==> config.mk <==
export PLATFORM = sky130hd
export DESIGN_NAME = rm320_front
export DESIGN_NICKNAME = d
export VERILOG_FILES = /design/src/rtl/rm320_pkg.sv /design/src/rtl/rm320_front.sv
export SDC_FILE = /design/constraint.sdc
export NUM_CORES = 1
export LEC_CHECK = 0
export ABC_AREA = 1
export BUFFER_PORTS_ARGS = -buffer_cell sky130_fd_sc_hd__buf_2
export CORE_MARGIN = 10
export CORE_UTILIZATION = 40
export CTS_CLUSTER_DIAMETER = 80
export DETAILED_ROUTE_END_ITERATION = 16
export HOLD_SLACK_MARGIN = 0.12
export PLACE_DENSITY_LB_ADDON = 0.25
export SYNTH_ARGS = -nofsm -noshare
export SYNTH_HDL_FRONTEND = slang
export SYNTH_SLANG_ARGS = --single-unit
==> constraint.sdc <==
create_clock -name clk -period 3.95 [get_ports clk]
set_clock_uncertainty 0.2 [all_clocks]
set_input_delay 0.1975 -clock clk [delete_from_list [all_inputs] [get_ports clk]]
set_output_delay 0.1975 -clock clk [all_outputs]
set_load 0.05 [all_outputs]
==> src/rtl/rm320_pkg.sv <==
// ----------------------------------------------------------------------------
// rm320_pkg
// Shared types, round tables and step functions of the RIPEMD-320 engine.
// ----------------------------------------------------------------------------
`default_nettype none

package rm320_pkg;

  localparam int NUM_CV      = 10;
  localparam int Q_DEPTH_DEF = 4;

  // input beat
  typedef struct packed {
    logic [31:0] data_word;
    logic [2:0]  byte_count;
    logic        last_word;
  } in_t;

  // result beat
  typedef struct packed {
    logic [31:0] digest_word;
    logic [3:0]  word_number;
    logic        last_of_digest;
  } out_t;

  // classified item between front and back
  typedef struct packed {
    logic [31:0] word;
    logic [2:0]  nbytes;
    logic        last;
  } q_item_t;

  typedef logic [4:0][31:0]        regs5_t;
  typedef logic [NUM_CV-1:0][31:0] cv_t;

  localparam logic [3:0] SEL_L [80] = '{
    4'd0, 4'd1, 4'd2, 4'd3, 4'd4, 4'd5, 4'd6, 4'd7,
    4'd8, 4'd9, 4'd10, 4'd11, 4'd12, 4'd13, 4'd14, 4'd15,
    4'd7, 4'd4, 4'd13, 4'd1, 4'd10, 4'd6, 4'd15, 4'd3,
    4'd12, 4'd0, 4'd9, 4'd5, 4'd2, 4'd14, 4'd11, 4'd8,
    4'd3, 4'd10, 4'd14, 4'd4, 4'd9, 4'd15, 4'd8, 4'd1,
    4'd2, 4'd7, 4'd0, 4'd6, 4'd13, 4'd11, 4'd5, 4'd12,
    4'd1, 4'd9, 4'd11, 4'd10, 4'd0, 4'd8, 4'd12, 4'd4,
    4'd13, 4'd3, 4'd7, 4'd15, 4'd14, 4'd5, 4'd6, 4'd2,
    4'd4, 4'd0, 4'd5, 4'd9, 4'd7, 4'd12, 4'd2, 4'd10,
    4'd14, 4'd1, 4'd3, 4'd8, 4'd11, 4'd6, 4'd15, 4'd13};

  localparam logic [3:0] ROT_L [80] = '{
    4'd11, 4'd14, 4'd15, 4'd12, 4'd5, 4'd8, 4'd7, 4'd9,
    4'd11, 4'd13, 4'd14, 4'd15, 4'd6, 4'd7, 4'd9, 4'd8,
    4'd7, 4'd6, 4'd8, 4'd13, 4'd11, 4'd9, 4'd7, 4'd15,
    4'd7, 4'd12, 4'd15, 4'd9, 4'd11, 4'd7, 4'd13, 4'd12,
    4'd11, 4'd13, 4'd6, 4'd7, 4'd14, 4'd9, 4'd13, 4'd15,
    4'd14, 4'd8, 4'd13, 4'd6, 4'd5, 4'd12, 4'd7, 4'd5,
    4'd11, 4'd12, 4'd14, 4'd15, 4'd14, 4'd15, 4'd9, 4'd8,
    4'd9, 4'd14, 4'd5, 4'd6, 4'd8, 4'd6, 4'd5, 4'd12,
    4'd9, 4'd15, 4'd5, 4'd11, 4'd6, 4'd8, 4'd13, 4'd12,
    4'd5, 4'd12, 4'd13, 4'd14, 4'd11, 4'd8, 4'd5, 4'd6};

  localparam logic [3:0] SEL_R [80] = '{
    4'd5, 4'd14, 4'd7, 4'd0, 4'd9, 4'd2, 4'd11, 4'd4,
    4'd13, 4'd6, 4'd15, 4'd8, 4'd1, 4'd10, 4'd3, 4'd12,
    4'd6, 4'd11, 4'd3, 4'd7, 4'd0, 4'd13, 4'd5, 4'd10,
    4'd14, 4'd15, 4'd8, 4'd12, 4'd4, 4'd9, 4'd1, 4'd2,
    4'd15, 4'd5, 4'd1, 4'd3, 4'd7, 4'd14, 4'd6, 4'd9,
    4'd11, 4'd8, 4'd12, 4'd2, 4'd10, 4'd0, 4'd4, 4'd13,
    4'd8, 4'd6, 4'd4, 4'd1, 4'd3, 4'd11, 4'd15, 4'd0,
    4'd5, 4'd12, 4'd2, 4'd13, 4'd9, 4'd7, 4'd10, 4'd14,
    4'd12, 4'd15, 4'd10, 4'd4, 4'd1, 4'd5, 4'd8, 4'd7,
    4'd6, 4'd2, 4'd13, 4'd14, 4'd0, 4'd3, 4'd9, 4'd11};

  localparam logic [3:0] ROT_R [80] = '{
    4'd8, 4'd9, 4'd9, 4'd11, 4'd13, 4'd15, 4'd15, 4'd5,
    4'd7, 4'd7, 4'd8, 4'd11, 4'd14, 4'd14, 4'd12, 4'd6,
    4'd9, 4'd13, 4'd15, 4'd7, 4'd12, 4'd8, 4'd9, 4'd11,
    4'd7, 4'd7, 4'd12, 4'd7, 4'd6, 4'd15, 4'd13, 4'd11,
    4'd9, 4'd7, 4'd15, 4'd11, 4'd8, 4'd6, 4'd6, 4'd14,
    4'd12, 4'd13, 4'd5, 4'd14, 4'd13, 4'd13, 4'd7, 4'd5,
    4'd15, 4'd5, 4'd8, 4'd11, 4'd14, 4'd14, 4'd6, 4'd14,
    4'd6, 4'd9, 4'd12, 4'd9, 4'd12, 4'd5, 4'd15, 4'd8,
    4'd8, 4'd5, 4'd12, 4'd9, 4'd12, 4'd5, 4'd14, 4'd6,
    4'd8, 4'd13, 4'd6, 4'd5, 4'd15, 4'd13, 4'd11, 4'd11};

  localparam logic [31:0] K_L [5] = '{
    32'h00000000, 32'h5a827999, 32'h6ed9eba1, 32'h8f1bbcdc, 32'ha953fd4e};
  localparam logic [31:0] K_R [5] = '{
    32'h50a28be6, 32'h5c4dd124, 32'h6d703ef3, 32'h7a6d76e9, 32'h00000000};

  // register slot exchanged between the lines at the end of each round
  localparam logic [2:0] SWAP_SLOT [5] = '{3'd1, 3'd3, 3'd0, 3'd2, 3'd4};

  localparam cv_t INIT_CV = {
    32'h3c2d1e0f, 32'h01234567, 32'h89abcdef, 32'hfedcba98, 32'h76543210,
    32'hc3d2e1f0, 32'h10325476, 32'h98badcfe, 32'hefcdab89, 32'h67452301};

  function automatic logic [31:0] rotl(input logic [31:0] x, input logic [4:0] s);
    logic [63:0] d;
    d = {x, x} << s;
    return d[63:32];
  endfunction

  function automatic logic [31:0] mix(input logic [2:0] k, input logic [31:0] x,
                                      input logic [31:0] y, input logic [31:0] z);
    logic [31:0] r;
    unique case (k)
      3'd0: r = x ^ y ^ z;
      3'd1: r = (x & y) | (~x & z);
      3'd2: r = (x | ~y) ^ z;
      3'd3: r = (x & z) | (y & ~z);
      default: r = x ^ (y | ~z);
    endcase
    return r;
  endfunction

  // one step of one line
  function automatic regs5_t line_step(input regs5_t v, input logic [2:0] k,
                                       input logic [31:0] w, input logic [31:0] c,
                                       input logic [3:0] s);
    regs5_t      n;
    logic [31:0] t;
    t    = rotl(v[0] + mix(k, v[1], v[2], v[3]) + w + c, {1'b0, s}) + v[4];
    n[0] = v[4];
    n[4] = v[3];
    n[3] = rotl(v[2], 5'd10);
    n[2] = v[1];
    n[1] = t;
    return n;
  endfunction

endpackage

`default_nettype wire

==> src/rtl/rm320_front.sv <==
// ----------------------------------------------------------------------------
// rm320_front
// Input side: clamps the byte count, drops empty non-final words and queues
// the rest for the compression back end.
// ----------------------------------------------------------------------------
`default_nettype none

module rm320_front #(
  parameter int Q_DEPTH = 4
) (
  input  wire logic             clk,
  input  wire logic             rst_n,
  input  wire logic             push,
  output logic                  full,
  input  wire rm320_pkg::in_t   in_data,
  output logic                  q_valid,
  input  wire logic             q_pop,
  output rm320_pkg::q_item_t    q_item
);
  import rm320_pkg::*;

  localparam int PW = (Q_DEPTH > 1) ? $clog2(Q_DEPTH) : 1;
  localparam int CW = $clog2(Q_DEPTH + 1);

  q_item_t         fifo_r [Q_DEPTH];
  logic [PW-1:0]   wp_r, wp_nxt, rp_r, rp_nxt;
  logic [CW-1:0]   cnt_r, cnt_nxt;
  q_item_t         cls;
  logic            acc, keep, wr, rd;

  // classify the beat
  always_comb begin
    cls.word   = in_data.data_word;
    cls.nbytes = (in_data.byte_count > 3'd4) ? 3'd4 : in_data.byte_count;
    cls.last   = in_data.last_word;
  end

  assign full    = (cnt_r == CW'(Q_DEPTH));
  assign acc     = push && !full;
  assign keep    = cls.last || (cls.nbytes != 3'd0);
  assign wr      = acc && keep;
  assign q_valid = (cnt_r != '0);
  assign rd      = q_pop && q_valid;
  assign q_item  = fifo_r[rp_r];

  // pointer and count update
  always_comb begin
    wp_nxt  = wr ? ((wp_r == PW'(Q_DEPTH - 1)) ? '0 : wp_r + 1'b1) : wp_r;
    rp_nxt  = rd ? ((rp_r == PW'(Q_DEPTH - 1)) ? '0 : rp_r + 1'b1) : rp_r;
    cnt_nxt = cnt_r + CW'(wr) - CW'(rd);
  end

  always_ff @(posedge clk) begin
    if (!rst_n) begin
      wp_r  <= '0;
      rp_r  <= '0;
      cnt_r <= '0;
    end else begin
      wp_r  <= wp_nxt;
      rp_r  <= rp_nxt;
      cnt_r <= cnt_nxt;
    end
  end

  always_ff @(posedge clk) begin
    if (wr) begin
      fifo_r[wp_r] <= cls;
    end
  end

endmodule

`default_nettype wire

==> impl_results.md, run 1 <==
* Setup bufs post-CTS at 0
* Gp weighted congestion at 0.749
* Final hold vios at 0
* Peak VDD IR at 0.000465 V
* DRC Markers at 0
* Antenna violations before repair at 0
* Cell Pwr Density at 779 nW/um^2
* Global Route Usage Sum at 0.129
* Unique masters post-synth at 25
* Max Clk Rate at 373 MHz
* Vias in the first global route at approximately 3800
* Hold Startpoint: rp_r[1]$_SDFFE_PN0N_
* Nets at 585
* CP Data Arrival Time at about 2300 ps
* First-pass GRT wire length at 20.3 mm
* Worst Tran Pin Value at between 800 and 900 ps
* Hold Path Depth at 2
* Leading area contributor after synthesis: edfxtp_1
* # rows at 45
* Die width at ~140 um
* Via density at roughly 4.9
* Worst Slack Setup Final at 1270 ps
* # IOs at 78
* Netlist Area Pre-Place at roughly 6200 um^2
* GRT overflow at 0
* Post-synth ARST share at 0
* # port buffers at between 70 and 80
* Routed WL per cell at about 17 um
* Post-place setup slack at between 1500 and 2000 ps
* Initial Utilization at 0.407
* Die area at approximately 21000 um^2
* Total wire length at 12.8 mm
* Crit Path Class: reg -> out
* Setup TNS Final at 0 ps
* CTS Buffer Depth at 2
* Area of the core at around 15000 um^2
* Avg Inst Size Synth at around 15 um^2
* Flop2flop setup slack at around 1700 ps
* Period utilization at 0.680
* Detailed Routing Iterations Pass 1 at 4
* Combinational Power Share at 0.364
* Clk pwr share at 0.282
* CTS buffer count at 17
* Sequential Power Share at 0.354
* # H-tree levels at 4
* Gate Count Post-Synth at ~420
* Crit Path Max Fanout at 30
* Post-route core utilization at 0.507
* Die Y at 144 um
* Register area share after synthesis at 0.731
* LEAKAGE at about 2.8 nW
* Post-cts hold buffer count at 39
* Pin count of the biggest net entering global routing at 73
* Crit path time final at between 2000 and 3000 ps
* Antenna-violating nets left at 0
* Ys flop type: edfxtp_1
* Synthesized flop and latch total at ~150
* Via count at ~3600
* Reg2Reg Capture Point: fifo_r[1][29]$_DFFE_PP_
* Synth warn at 0
* Clock Sinks at 153
* Run status: complete, no violations
* Switching pwr at around 2.4 mW
* Cts repair resizes at 0
* Switching Share at 0.402
* TritonCTS clock tree: done
* Dpl hpwl at 7.63 mm
* Worst Setup End Kind: output port
* Cells on worst reg2reg path at 5
* RSZ-0062 raised after global routing: no
* P&R area growth vs syn at 24.6%
* R2R Path Start: cnt_r[1]$_SDFF_PN0_
* Number of antenna diodes at 0
* Ranking of synthesized cells by area: edfxtp_1 (70%), nor2_1 (4.7%), o22ai_2 (3.7%)
* Clock Root Buffer: clkbuf_16
* Max-cap viol count at 0
* 1st-iter DRT viols at ~170
* Slew Viols, Final at 0
* Proportion of netlist area held by the largest area contributor at 0.702
* Max-slew headroom at 0.447
* Clk_lat worst skew at ~420 ps
* Reg clk slew, reported paths at approximately 60 ps
* EDFF count, synth at around 140
* Pint at approximately 3.6 mW
* Min-delay worst type: reg -> reg
* Share of cells above drive strength 1 at 0.336
* Startpoint types: flip-flop
* Critical Path RT at between 3000 and 4000 ps
* Post-Syn Nets at around 470
* Setup violators final at 0
[worst max path at each step]
stage / start / end / slack [ps] / depth (start not counted)
2_1_floorplan: cnt_r[1]$_SDFF_PN0_ / fifo_r[0][0]$_DFFE_PP_ / 1140 / 4
3_3_place_gp: cnt_r[1]$_SDFF_PN0_ / fifo_r[3][9]$_DFFE_PP_ / 1670 / 5
5_1_grt: flip-flop / q_item[7] / 1120 / 4
4_1_cts: flip-flop / q_item[7] / 1220 / 4
3_5_place_dp: cnt_r[1]$_SDFF_PN0_ / fifo_r[3][10]$_DFFE_PP_ / 1600 / 5
6_report: flip-flop / q_item[7] / 1270 / 4
[power groups by stage]
stage	Combinational [mW]	Sequential [mW]	Clock, mW
floorplan	1.80	2.07	0
global placement	2.16	2.15	0
detailed placement	2.18	2.16	0
CTS	2.22	2.12	1.72
global route	2.35	2.14	1.79
finish	2.18	2.12	1.69
[area by class of cell]
cell class / instances / area (um^2)
well taps: 188 / 235
flip-flops and latches: 153 / 4510
repair buffers: 122 / 821
multi-input cells: 225 / 1410
fillers: 1289 / 7470
clock buffers: 17 / 425
inverters: 18 / 87.6
clock inverters: 15 / 199
[cells in the mapped netlist (4+ instances only)]
library cell  instances
buf_2                 4
buf_4                 7
buf_6                10
dfxtp_1               9
edfxtp_1            144
ha_1                  7
inv_1                15
nand2_1               8
nor2_1               77
nor2_2               17
o21ai_0              25
o21ai_1              26
o21ai_2              24
o22ai_1              18
o22ai_2              18
[logic make-up (layout without fill, tap and decap cells)]
logic type      Yosys count  count (layout)  synth area share
compound gates          111             111             0.130
fa+ha+maj                 8               8            0.0175
buf+inv                  41             172            0.0461
simple gates            105             105            0.0739
xor+xnor                  1               1           0.00142
flops                   153             153             0.731
[state kept, by name, summed over array words and instances, names as in the netlist, named ones only]
register / count
wp_r: 2
cnt_r: 3
rp_r: 2
fifo_r: 144
[worst max-delay path, cell delays in order, from the launching register on]
cell,delay (ps)
dfxtp_2,690
buf_4,430
o21ai_0,150
o22ai_1,280
buf_2,320
[placed cells by master (no fill, tap or decap), drive strengths merged]
cell,synthesis,final
buf,21,83
xor2,1,1
clkinv,1,8
clkbuf,2,17
dlygate4sd3,0,39
nor2,94,94
o21ai,75,75
clkinvlp,0,2
dfxtp,9,9
o22ai,36,36
fa,1,1
inv,17,19
ha,7,7
nand2,9,9
edfxtp,144,144
and2,1,1
bufinv,0,4
nand3,1,1
[metal layers]
| metal | up-vias | global-route usage | part of all wire |
|---|---|---|---|
| li1 | 1774 | - | - |
| met1 | 1757 | 0.166 | 0.46 |
| met2 | 87 | 0.201 | 0.48 |
| met3 | 15 | 0.0410 | 0.049 |
| met4 | 0 | 0.0468 | 0.012 |
| met5 | - | 0 | 0 |
[per-stage QoR]
step	cells	power, mW	area, um^2	hold slack (ps)
global placement	667	4.31	6670	212
global route	738	6.28	7680	340
floorplan	419	3.87	6160	91.0
detailed placement	667	4.34	6670	219
finish	738	5.98	7680	298
CTS	738	6.06	7680	301
(Power assumes the default switching activity.)
==> run 2: changes to the inputs <==
--- a/config.mk
+++ b/config.mk
@@ -5,7 +5,7 @@
 export SDC_FILE = /design/constraint.sdc
 export NUM_CORES = 1
 export LEC_CHECK = 0
-export ABC_AREA = 1
+export ABC_AREA = 0
 export BUFFER_PORTS_ARGS = -buffer_cell sky130_fd_sc_hd__buf_2
 export CORE_MARGIN = 10
 export CORE_UTILIZATION = 40
==> constraint.sdc (replaced) <==
create_clock -name clk -period 2.34 [get_ports clk]
set_clock_uncertainty 0.2 [all_clocks]
set_input_delay 0.117 -clock clk [delete_from_list [all_inputs] [get_ports clk]]
set_output_delay 0.117 -clock clk [all_outputs]
set_load 0.05 [all_outputs]
==> impl_results.md, run 2 <==
* Cell Pwr Density at 1150 nW/um^2 (was 779 nW/um^2)
* Dpl hpwl at 7.24 mm (was 7.63 mm)
* CTS Buffer Depth at 2 (unchanged)
* Reg2Reg Capture Point: cnt_r[2]$_SDFF_PN0_ (was fifo_r[1][29]$_DFFE_PP_)
* 1st-iter DRT viols at 113 (was 172)
* # port buffers at 77 (unchanged)
* Antenna violations before repair at 0 (unchanged)
* Routed WL per cell at 18.7 um (was 17.4 um)
* Die width at 139 um (was 144 um)
* Violated checks: negative setup slack
* Pin count of the biggest net entering global routing at 24 (was 73)
* Min-delay worst type: in -> reg (was reg -> reg)
* Reg area at 4520 um^2 (was 4510 um^2)
* Worst Tran Pin Value at 398 ps (was 830 ps)
* Crit Path Class: reg -> reg (was reg -> out)
* Netlist Area Pre-Place at 5690 um^2 (was 6160 um^2)
* Ys flop type: edfxtp_1 (unchanged)
* Startpoint types: flip-flop (unchanged)
* Flop2flop setup slack at -10 ps (was 1670 ps)
* Setup bufs post-CTS at 0 (unchanged)
* Run status: complete, but fails checks (was complete, no violations)
* Post-Syn Nets at 290 (was 467)
* Switching pwr at 2.72 mW (was 2.40 mW)
* Crit Path Max Fanout at 3 (was 30)
* DRC Markers at 0 (unchanged)
* # IOs at 78 (unchanged)
* Proportion of netlist area held by the largest area contributor at 0.760 (was 0.702)
* Total wire length at 10.9 mm (was 12.8 mm)
* Worst path bufs/invs at 3 (was 2)
* Top-count cell post-synth: edfxtp_1 (unchanged)
* Sequential Power Share at 0.395 (was 0.354)
* Max-cap viol count at 0 (unchanged)
* Worst-path cell chain: or3b_4 -> and3_4 -> inv_2 -> ha_4 -> inv_2 -> ha_4 -> inv_2 -> fa_2 -> xnor2_2 -> xnor2_1 -> and2_1 (was buf_4 -> o21ai_0 -> o22ai_1 -> buf_2)
* Max Clk Rate at ~420 MHz
* GRT overflow at 0 (unchanged)
* Worst Slack Setup Final at -13.9 ps (was 1270 ps)
* Slowest CP cell: or3b_4 (was dfxtp_2)
* Worst Setup End Kind: flip-flop (was output port)
* Filler cells at 1087 (was 1289)
* Period utilization at 1.01
* Largest registers: fifo_r: 144 flops, cnt_r: 3 flops (unchanged)
* First-pass GRT wire length at 17.7 mm (was 20.3 mm)
* CTS buffer count at 17 (unchanged)
* Hold Startpoint: in_data[12] (was rp_r[1]$_SDFFE_PN0N_)
* Avg Inst Size Synth at 23.5 um^2 (was 14.7 um^2)
* Global Route Usage Sum at 0.119 (was 0.129)
* Combinational Power Share at 0.284 (was 0.364)
* Clk_lat worst skew at 410 ps (was 420 ps)
* Multi-input logic area at 1150 um^2 (was 1410 um^2)
* GRT met3 Usage at 0.0449 (was 0.0410)
* Reg clk slew, reported paths at 60 ps (about the same)
* RSZ-0062 raised after global routing: yes (was no)
* Max-slew headroom at 0.735 (was 0.447)
* Die Y at 139 um (was 144 um)
* # H-tree levels at 4 (unchanged)
* Synthesized flop and latch total at 153 (unchanged)
* Most common cell after layout, fill and taps aside: edfxtp_1 (unchanged)
* EDFF count, synth at 144 (unchanged)
* Critical Path RT at 2450 ps (was 3550 ps)
* Nets at 439 (was 585)
* Ranking of synthesized cells by area: edfxtp_1 (76%), mux4_2 (14%), dfxtp_1 (3.2%) (was edfxtp_1 (70%), nor2_1 (4.7%), o22ai_2 (3.7%))
* Antenna-violating nets left at 0 (unchanged)
* Hold Slack at 248 ps (was 298 ps)
* Crit path time final at between 2000 and 2500 ps
* Share of cells above drive strength 1 at 0.450 (was 0.336)
* Met2 GRT Util at 0.196 (was 0.201)
* Slew Viols, Final at 0 (unchanged)
* Register area share after synthesis at 0.792 (was 0.731)
* Max incr delay on CP at 370 ps (was 690 ps)
* R2R Path Start: cnt_r[2]$_SDFF_PN0_ (was cnt_r[1]$_SDFF_PN0_)
* Cell repeated most along the worst path: inv_2
* Number of flip-flops in the largest register at 144 (unchanged)
* CP Data Arrival Time at 2460 ps (was 2290 ps)
* Final hold vios at 0 (unchanged)
* Top reg by flops: fifo_r (unchanged)
* Post-place setup slack at -147 ps (was 1600 ps)
* TritonCTS clock tree: done (unchanged)
* Clk pwr share at 0.322 (was 0.282)
* Hold Path End: fifo_r[0][12]$_DFFE_PP_
* Via count at 2837 (was 3633)
* Leading area contributor after synthesis: edfxtp_1 (unchanged)
* Vias in the first global route at 3216 (was 3762)
* Clock Sinks at 153 (unchanged)
* Unique masters post-synth at 24 (was 25)
* Area of the core at 13900 um^2 (was 15100 um^2)
* Cells on worst reg2reg path at 11 (was 5)
* Via density at 4.86 (was 4.92)
* Synth top cells by count: edfxtp_1 (144), mux4_2 (36), dfxtp_1 (9), ha_1 (7), inv_1 (7) (was edfxtp_1 (144), nor2_1 (77), o21ai_1 (26), o21ai_0 (25), o21ai_2 (24))
* Detailed Routing Iterations Pass 1 at 4 (unchanged)
* Hold Path Depth at 2 (unchanged)
* Gate Count Post-Synth at 242 (was 419)
* Clock Root Buffer: clkbuf_16 (unchanged)
* Leading cell types in the layout, fill and taps excluded: edfxtp_1 (144), buf_2 (77), dlygate4sd3_1 (40) (was edfxtp_1 (144), buf_2 (77), nor2_1 (73))
* Gp weighted congestion at 0.710 (was 0.749)
* Synth warn at 0 (unchanged)
* Post-synth ARST share at 0 (unchanged)
* Busiest grt layer: met2 (unchanged)
* Switching Share at 0.313 (was 0.402)
* Die area at 19400 um^2 (was 20800 um^2)
* Pint at 5.97 mW (was 3.58 mW)
* Top Family by Delay on Critical Path: simple AND/OR/NAND/NOR gates (was buffers and inverters)
* Number of antenna diodes at 0 (unchanged)
* M1 GR Usage at 0.137 (was 0.166)
* # rows at 43 (was 45)
* Setup TNS Final at -13.9 ps (was 0 ps)
* Peak VDD IR at 0.000534 V (was 0.000465 V)
* Setup violators final at 1 (was 0)
* P&R area growth vs syn at 32.5% (was 24.6%)
* Initial Utilization at 0.408 (was 0.407)
* LEAKAGE at 2.66 nW (was 2.80 nW)
-- run 2: final cells by class --
type	count	area share
clock buffers	21	0.0584
clock inverters	11	0.0229
inverters	7	0.00349
multi-input cells	72	0.152
flip-flops and latches	153	0.599
well taps	180	0.0299
repair buffers	140	0.134
-- run 2: through the flow --
stage / utilization / power, mW / cell area (um^2) / std cells
final: 0.541 / 8.69 / 7540 / 584
after global routing: 0.541 / 9.07 / 7540 / 584
after CTS: 0.541 / 8.82 / 7530 / 584
after detailed placement: 0.467 / 5.94 / 6510 / 512
after global placement: 0.467 / 5.90 / 6510 / 512
after floorplan: - / 5.26 / 5730 / 242
-- run 2: kinds of logic after synthesis --
| kind of cell | synth area share |
|---|---|
| multiplexers | 0.148 |
| XOR/XNOR | 0.00308 |
| AND/OR/NAND/NOR | 0.0211 |
| AO/OA/AOI/OAI | 0.00264 |
| buffers and inverters | 0.0149 |
| adder cells (fa/ha/maj) | 0.0189 |
| flip-flops | 0.792 |
-- run 2: timing repair --
item	CTS	global route
hold buffers	40	0
gates cloned	0	0
endpoints found under the hold margin	153	0
resized for setup	2	1
setup endpoints to repair	2	1
pin swaps	1	0
-- run 2: worst max-delay path by stage --
stage,start,end,slack (ps),depth (start not counted)
2_1_floorplan,cnt_r[1]$_SDFF_PN0_,cnt_r[2]$_SDFF_PN0_,-120,12
6_report,cnt_r[2]$_SDFF_PN0_,cnt_r[2]$_SDFF_PN0_,-10,11
3_5_place_dp,in_data[1],cnt_r[2]$_SDFF_PN0_,-150,12
3_3_place_gp,in_data[1],cnt_r[2]$_SDFF_PN0_,-120,12
4_1_cts,cnt_r[1]$_SDFF_PN0_,cnt_r[2]$_SDFF_PN0_,-30,11
5_1_grt,cnt_r[2]$_SDFF_PN0_,cnt_r[2]$_SDFF_PN0_,-90,11
-- run 2: routing by layer --
layer,part of all wire,vias to the layer above,wire length [um]
met4,0.016,0,174
met5,0,-,0
met2,0.50,88,5480
met3,0.066,14,717
met1,0.42,1437,4570
li1,-,1298,-
-- run 2: power by group through the flow --
stage | Sequential (mW) | Clock, mW | Combinational (mW)
after floorplan | 3.44 | 0 | 1.82
after global routing | 3.46 | 3.00 | 2.62
after CTS | 3.43 | 2.87 | 2.52
after detailed placement | 3.49 | 0 | 2.45
final | 3.43 | 2.80 | 2.47
after global placement | 3.47 | 0 | 2.43
==> run 3: changes to the inputs <==
--- a/config.mk
+++ b/config.mk
@@ -13,6 +13,7 @@
 export DETAILED_ROUTE_END_ITERATION = 16
 export HOLD_SLACK_MARGIN = 0.12
 export PLACE_DENSITY_LB_ADDON = 0.25
+export SKIP_LAST_GASP = 1
 export SYNTH_ARGS = -nofsm -noshare
 export SYNTH_HDL_FRONTEND = slang
 export SYNTH_SLANG_ARGS = --single-unit
==> constraint.sdc (replaced) <==
create_clock -name clk -period 2.5 [get_ports clk]
set_clock_uncertainty 0.2 [all_clocks]
set_input_delay 0.125 -clock clk [delete_from_list [all_inputs] [get_ports clk]]
set_output_delay 0.125 -clock clk [all_outputs]
set_load 0.05 [all_outputs]
==> impl_results.md, run 3 (synthesis results as in run 2) <==
* Die area at 19400 um^2 (unchanged)
* DRC Markers at 0 (unchanged)
* Area of the core at 13900 um^2 (unchanged)
* Cells on worst reg2reg path at 11 (unchanged)
* Peak VDD IR at 0.000806 V (was 0.000534 V)
* Total wire length at 10.8 mm (was 10.9 mm)
* # H-tree levels at 4 (unchanged)
* CTS buffer count at 17 (unchanged)
* Number of flip-flops in the largest register at 144 (unchanged)
* Setup violators final at 0 (was 1)
* Worst Setup End Kind: flip-flop (unchanged)
* Startpoint types: flip-flop (unchanged)
* Post-place setup slack at -81.8 ps (was -147 ps)
* Worst Tran Pin Value at 354 ps (was 398 ps)
* Crit Path Max Fanout at 4 (was 3)
* LEAKAGE at 2.61 nW (was 2.66 nW)
* Via density at 4.83 (was 4.86)
* Slowest CP cell: or3b_4 (unchanged)
* Antenna violations before repair at 0 (unchanged)
* Max incr delay on CP at 400 ps (was 370 ps)
* Reg clk slew, reported paths at 60 ps (about the same)
* Antenna-violating nets left at 0 (unchanged)
* Cell Pwr Density at 1060 nW/um^2 (was 1150 nW/um^2)
* Number of antenna diodes at 0 (unchanged)
* Crit path time final at 2460 ps (was 2350 ps)
* P&R area growth vs syn at 30.8% (was 32.5%)
* Via count at 2806 (was 2837)
* Power Total at 7.92 mW (was 8.69 mW)
* RSZ-0062 raised after global routing: yes (unchanged)
* Critical Path RT at 2610 ps (was 2450 ps)
* Top reg by flops: fifo_r (unchanged)
* Global Route Usage Sum at 0.116 (was 0.119)
* Routed WL per cell at 18.6 um (was 18.7 um)
* Clock Sinks at 153 (unchanged)
* Most common cell after layout, fill and taps aside: edfxtp_1 (unchanged)
* CP endpoint: cnt_r[2]$_SDFF_PN0_ (unchanged)
* Initial Utilization at 0.408 (unchanged)
* Die width at 139 um (unchanged)
* Dpl hpwl at 6.93 mm (was 7.24 mm)
* Crit Path Class: reg -> reg (unchanged)
* Slew Viols, Final at 0 (unchanged)
* Clock Root Buffer: clkbuf_16 (unchanged)
* Die Y at 139 um (unchanged)
* Flop2flop setup slack at 40 ps (was -10 ps)
* Setup TNS Final at 0 ps (was -13.9 ps)
* TritonCTS clock tree: done (unchanged)
* Largest registers: fifo_r: 144 flops, cnt_r: 3 flops (unchanged)
* Reg2Reg Capture Point: cnt_r[2]$_SDFF_PN0_ (unchanged)
* CP Data Arrival Time at 2570 ps (was 2460 ps)
* R2R Path Start: cnt_r[0]$_SDFF_PN0_ (was cnt_r[2]$_SDFF_PN0_)
* CTS Buffer Depth at 2 (unchanged)
* Worst-path cell chain: or3b_4 -> and3_4 -> inv_4 -> ha_4 -> inv_4 -> ha_4 -> inv_2 -> fa_2 -> xnor2_2 -> xnor2_1 -> and2_1 (was or3b_4 -> and3_4 -> inv_2 -> ha_4 -> inv_2 -> ha_4 -> inv_2 -> fa_2 -> xnor2_2 -> xnor2_1 -> and2_1)
* Hold Startpoint: in_data[4] (was in_data[12])
* # port buffers at 77 (unchanged)
* Max Clk Rate at 407 MHz (was 425 MHz)
* Nets at 436 (was 439)
* Max-cap viol count at 0 (unchanged)
* Setup crit start: cnt_r[0]$_SDFF_PN0_ (was cnt_r[2]$_SDFF_PN0_)
* Max-slew headroom at 0.764 (was 0.735)
* First-pass GRT wire length at 17.3 mm (was 17.7 mm)
* Gp weighted congestion at 0.696 (was 0.710)
* # IOs at 78 (unchanged)
* Detailed Routing Iterations Pass 1 at 5 (was 4)
* 1st-iter DRT viols at 180 (was 113)
* Final hold vios at 0 (unchanged)
* Pin count of the biggest net entering global routing at 20 (was 24)
* Clk_lat worst skew at 420 ps (was 410 ps)
* GRT overflow at 0 (unchanged)
* Run status: complete, no violations (was complete, but fails checks)
* Hold Slack at 253 ps (was 248 ps)
* Min-delay worst type: in -> reg (unchanged)
* Worst Slack Setup Final at 42.6 ps (was -13.9 ps)
* Leading cell types in the layout, fill and taps excluded: edfxtp_1 (144), buf_2 (77), dlygate4sd3_1 (39) (was edfxtp_1 (144), buf_2 (77), dlygate4sd3_1 (40))
* Share of cells above drive strength 1 at 0.451 (was 0.450)
* Post-route core utilization at 0.534 (was 0.541)
* # rows at 43 (unchanged)
* Vias in the first global route at 3060 (was 3216)
* Period utilization at 0.983 (was 1.01)
[run 3: layout make-up]
cell class              instances  area [um^2]
fillers                      1099         6490
inverters                       7         31.3
multi-input cells              72         1150
clock buffers                  19          433
flip-flops and latches        153         4510
clock inverters                13          130
repair buffers                137          958
well taps                     180          225
[run 3: per-stage QoR]
stage	instances	instance area, um^2
floorplan	242	5690
global placement	506	6410
detailed placement	506	6410
global route	581	7440
CTS	577	7380
finish	581	7440
[run 3: metal layers]
metal	vias to the layer above	part of all wire	GRT usage
li1	1296	-	-
met1	1425	0.46	0.150
met2	71	0.48	0.174
met3	14	0.052	0.0405
met4	0	0.014	0.0478
met5	-	0	0
[run 3: timing repair]
| item | CTS | global route |
|---|---|---|
| cloned | 0 | 0 |
| endpoints found under the setup margin | 1 | 1 |
| hold buffers | 39 | 0 |
| pin swaps | 0 | 6 |
| setup buffers | 0 | 4 |
| endpoints found under the hold margin | 153 | 0 |
| gates resized for setup | 3 | 11 |
[run 3: worst max-delay path, delay by kind of cell, from the launching register on]
| family | cells | cell delay [ps] |
|---|---|---|
| flip-flops | 1 | 330 |
| AND/OR/NAND/NOR | 3 | 720 |
| buffers and inverters | 3 | 140 |
| adder cells (fa/ha/maj) | 3 | 700 |
| XOR/XNOR | 2 | 260 |
[run 3: how the worst min path moves through the flow]
stage	to	depth (start not counted)
floorplan	fifo_r[0][0]$_DFFE_PP_	0
detailed placement	fifo_r[0][27]$_DFFE_PP_	1
global placement	fifo_r[0][5]$_DFFE_PP_	1
finish	fifo_r[2][4]$_DFFE_PP_	2
CTS	wp_r[0]$_SDFFE_PN0P_	5
global route	fifo_r[1][6]$_DFFE_PP_	2
[run 3: where the power goes]
part	internal, mW	total, mW	switching (mW)
Sequential	3.10	3.22	0.114
Combinational	0.799	2.28	1.49
Clock	1.46	2.42	0.966
Total	5.36	7.92	2.56
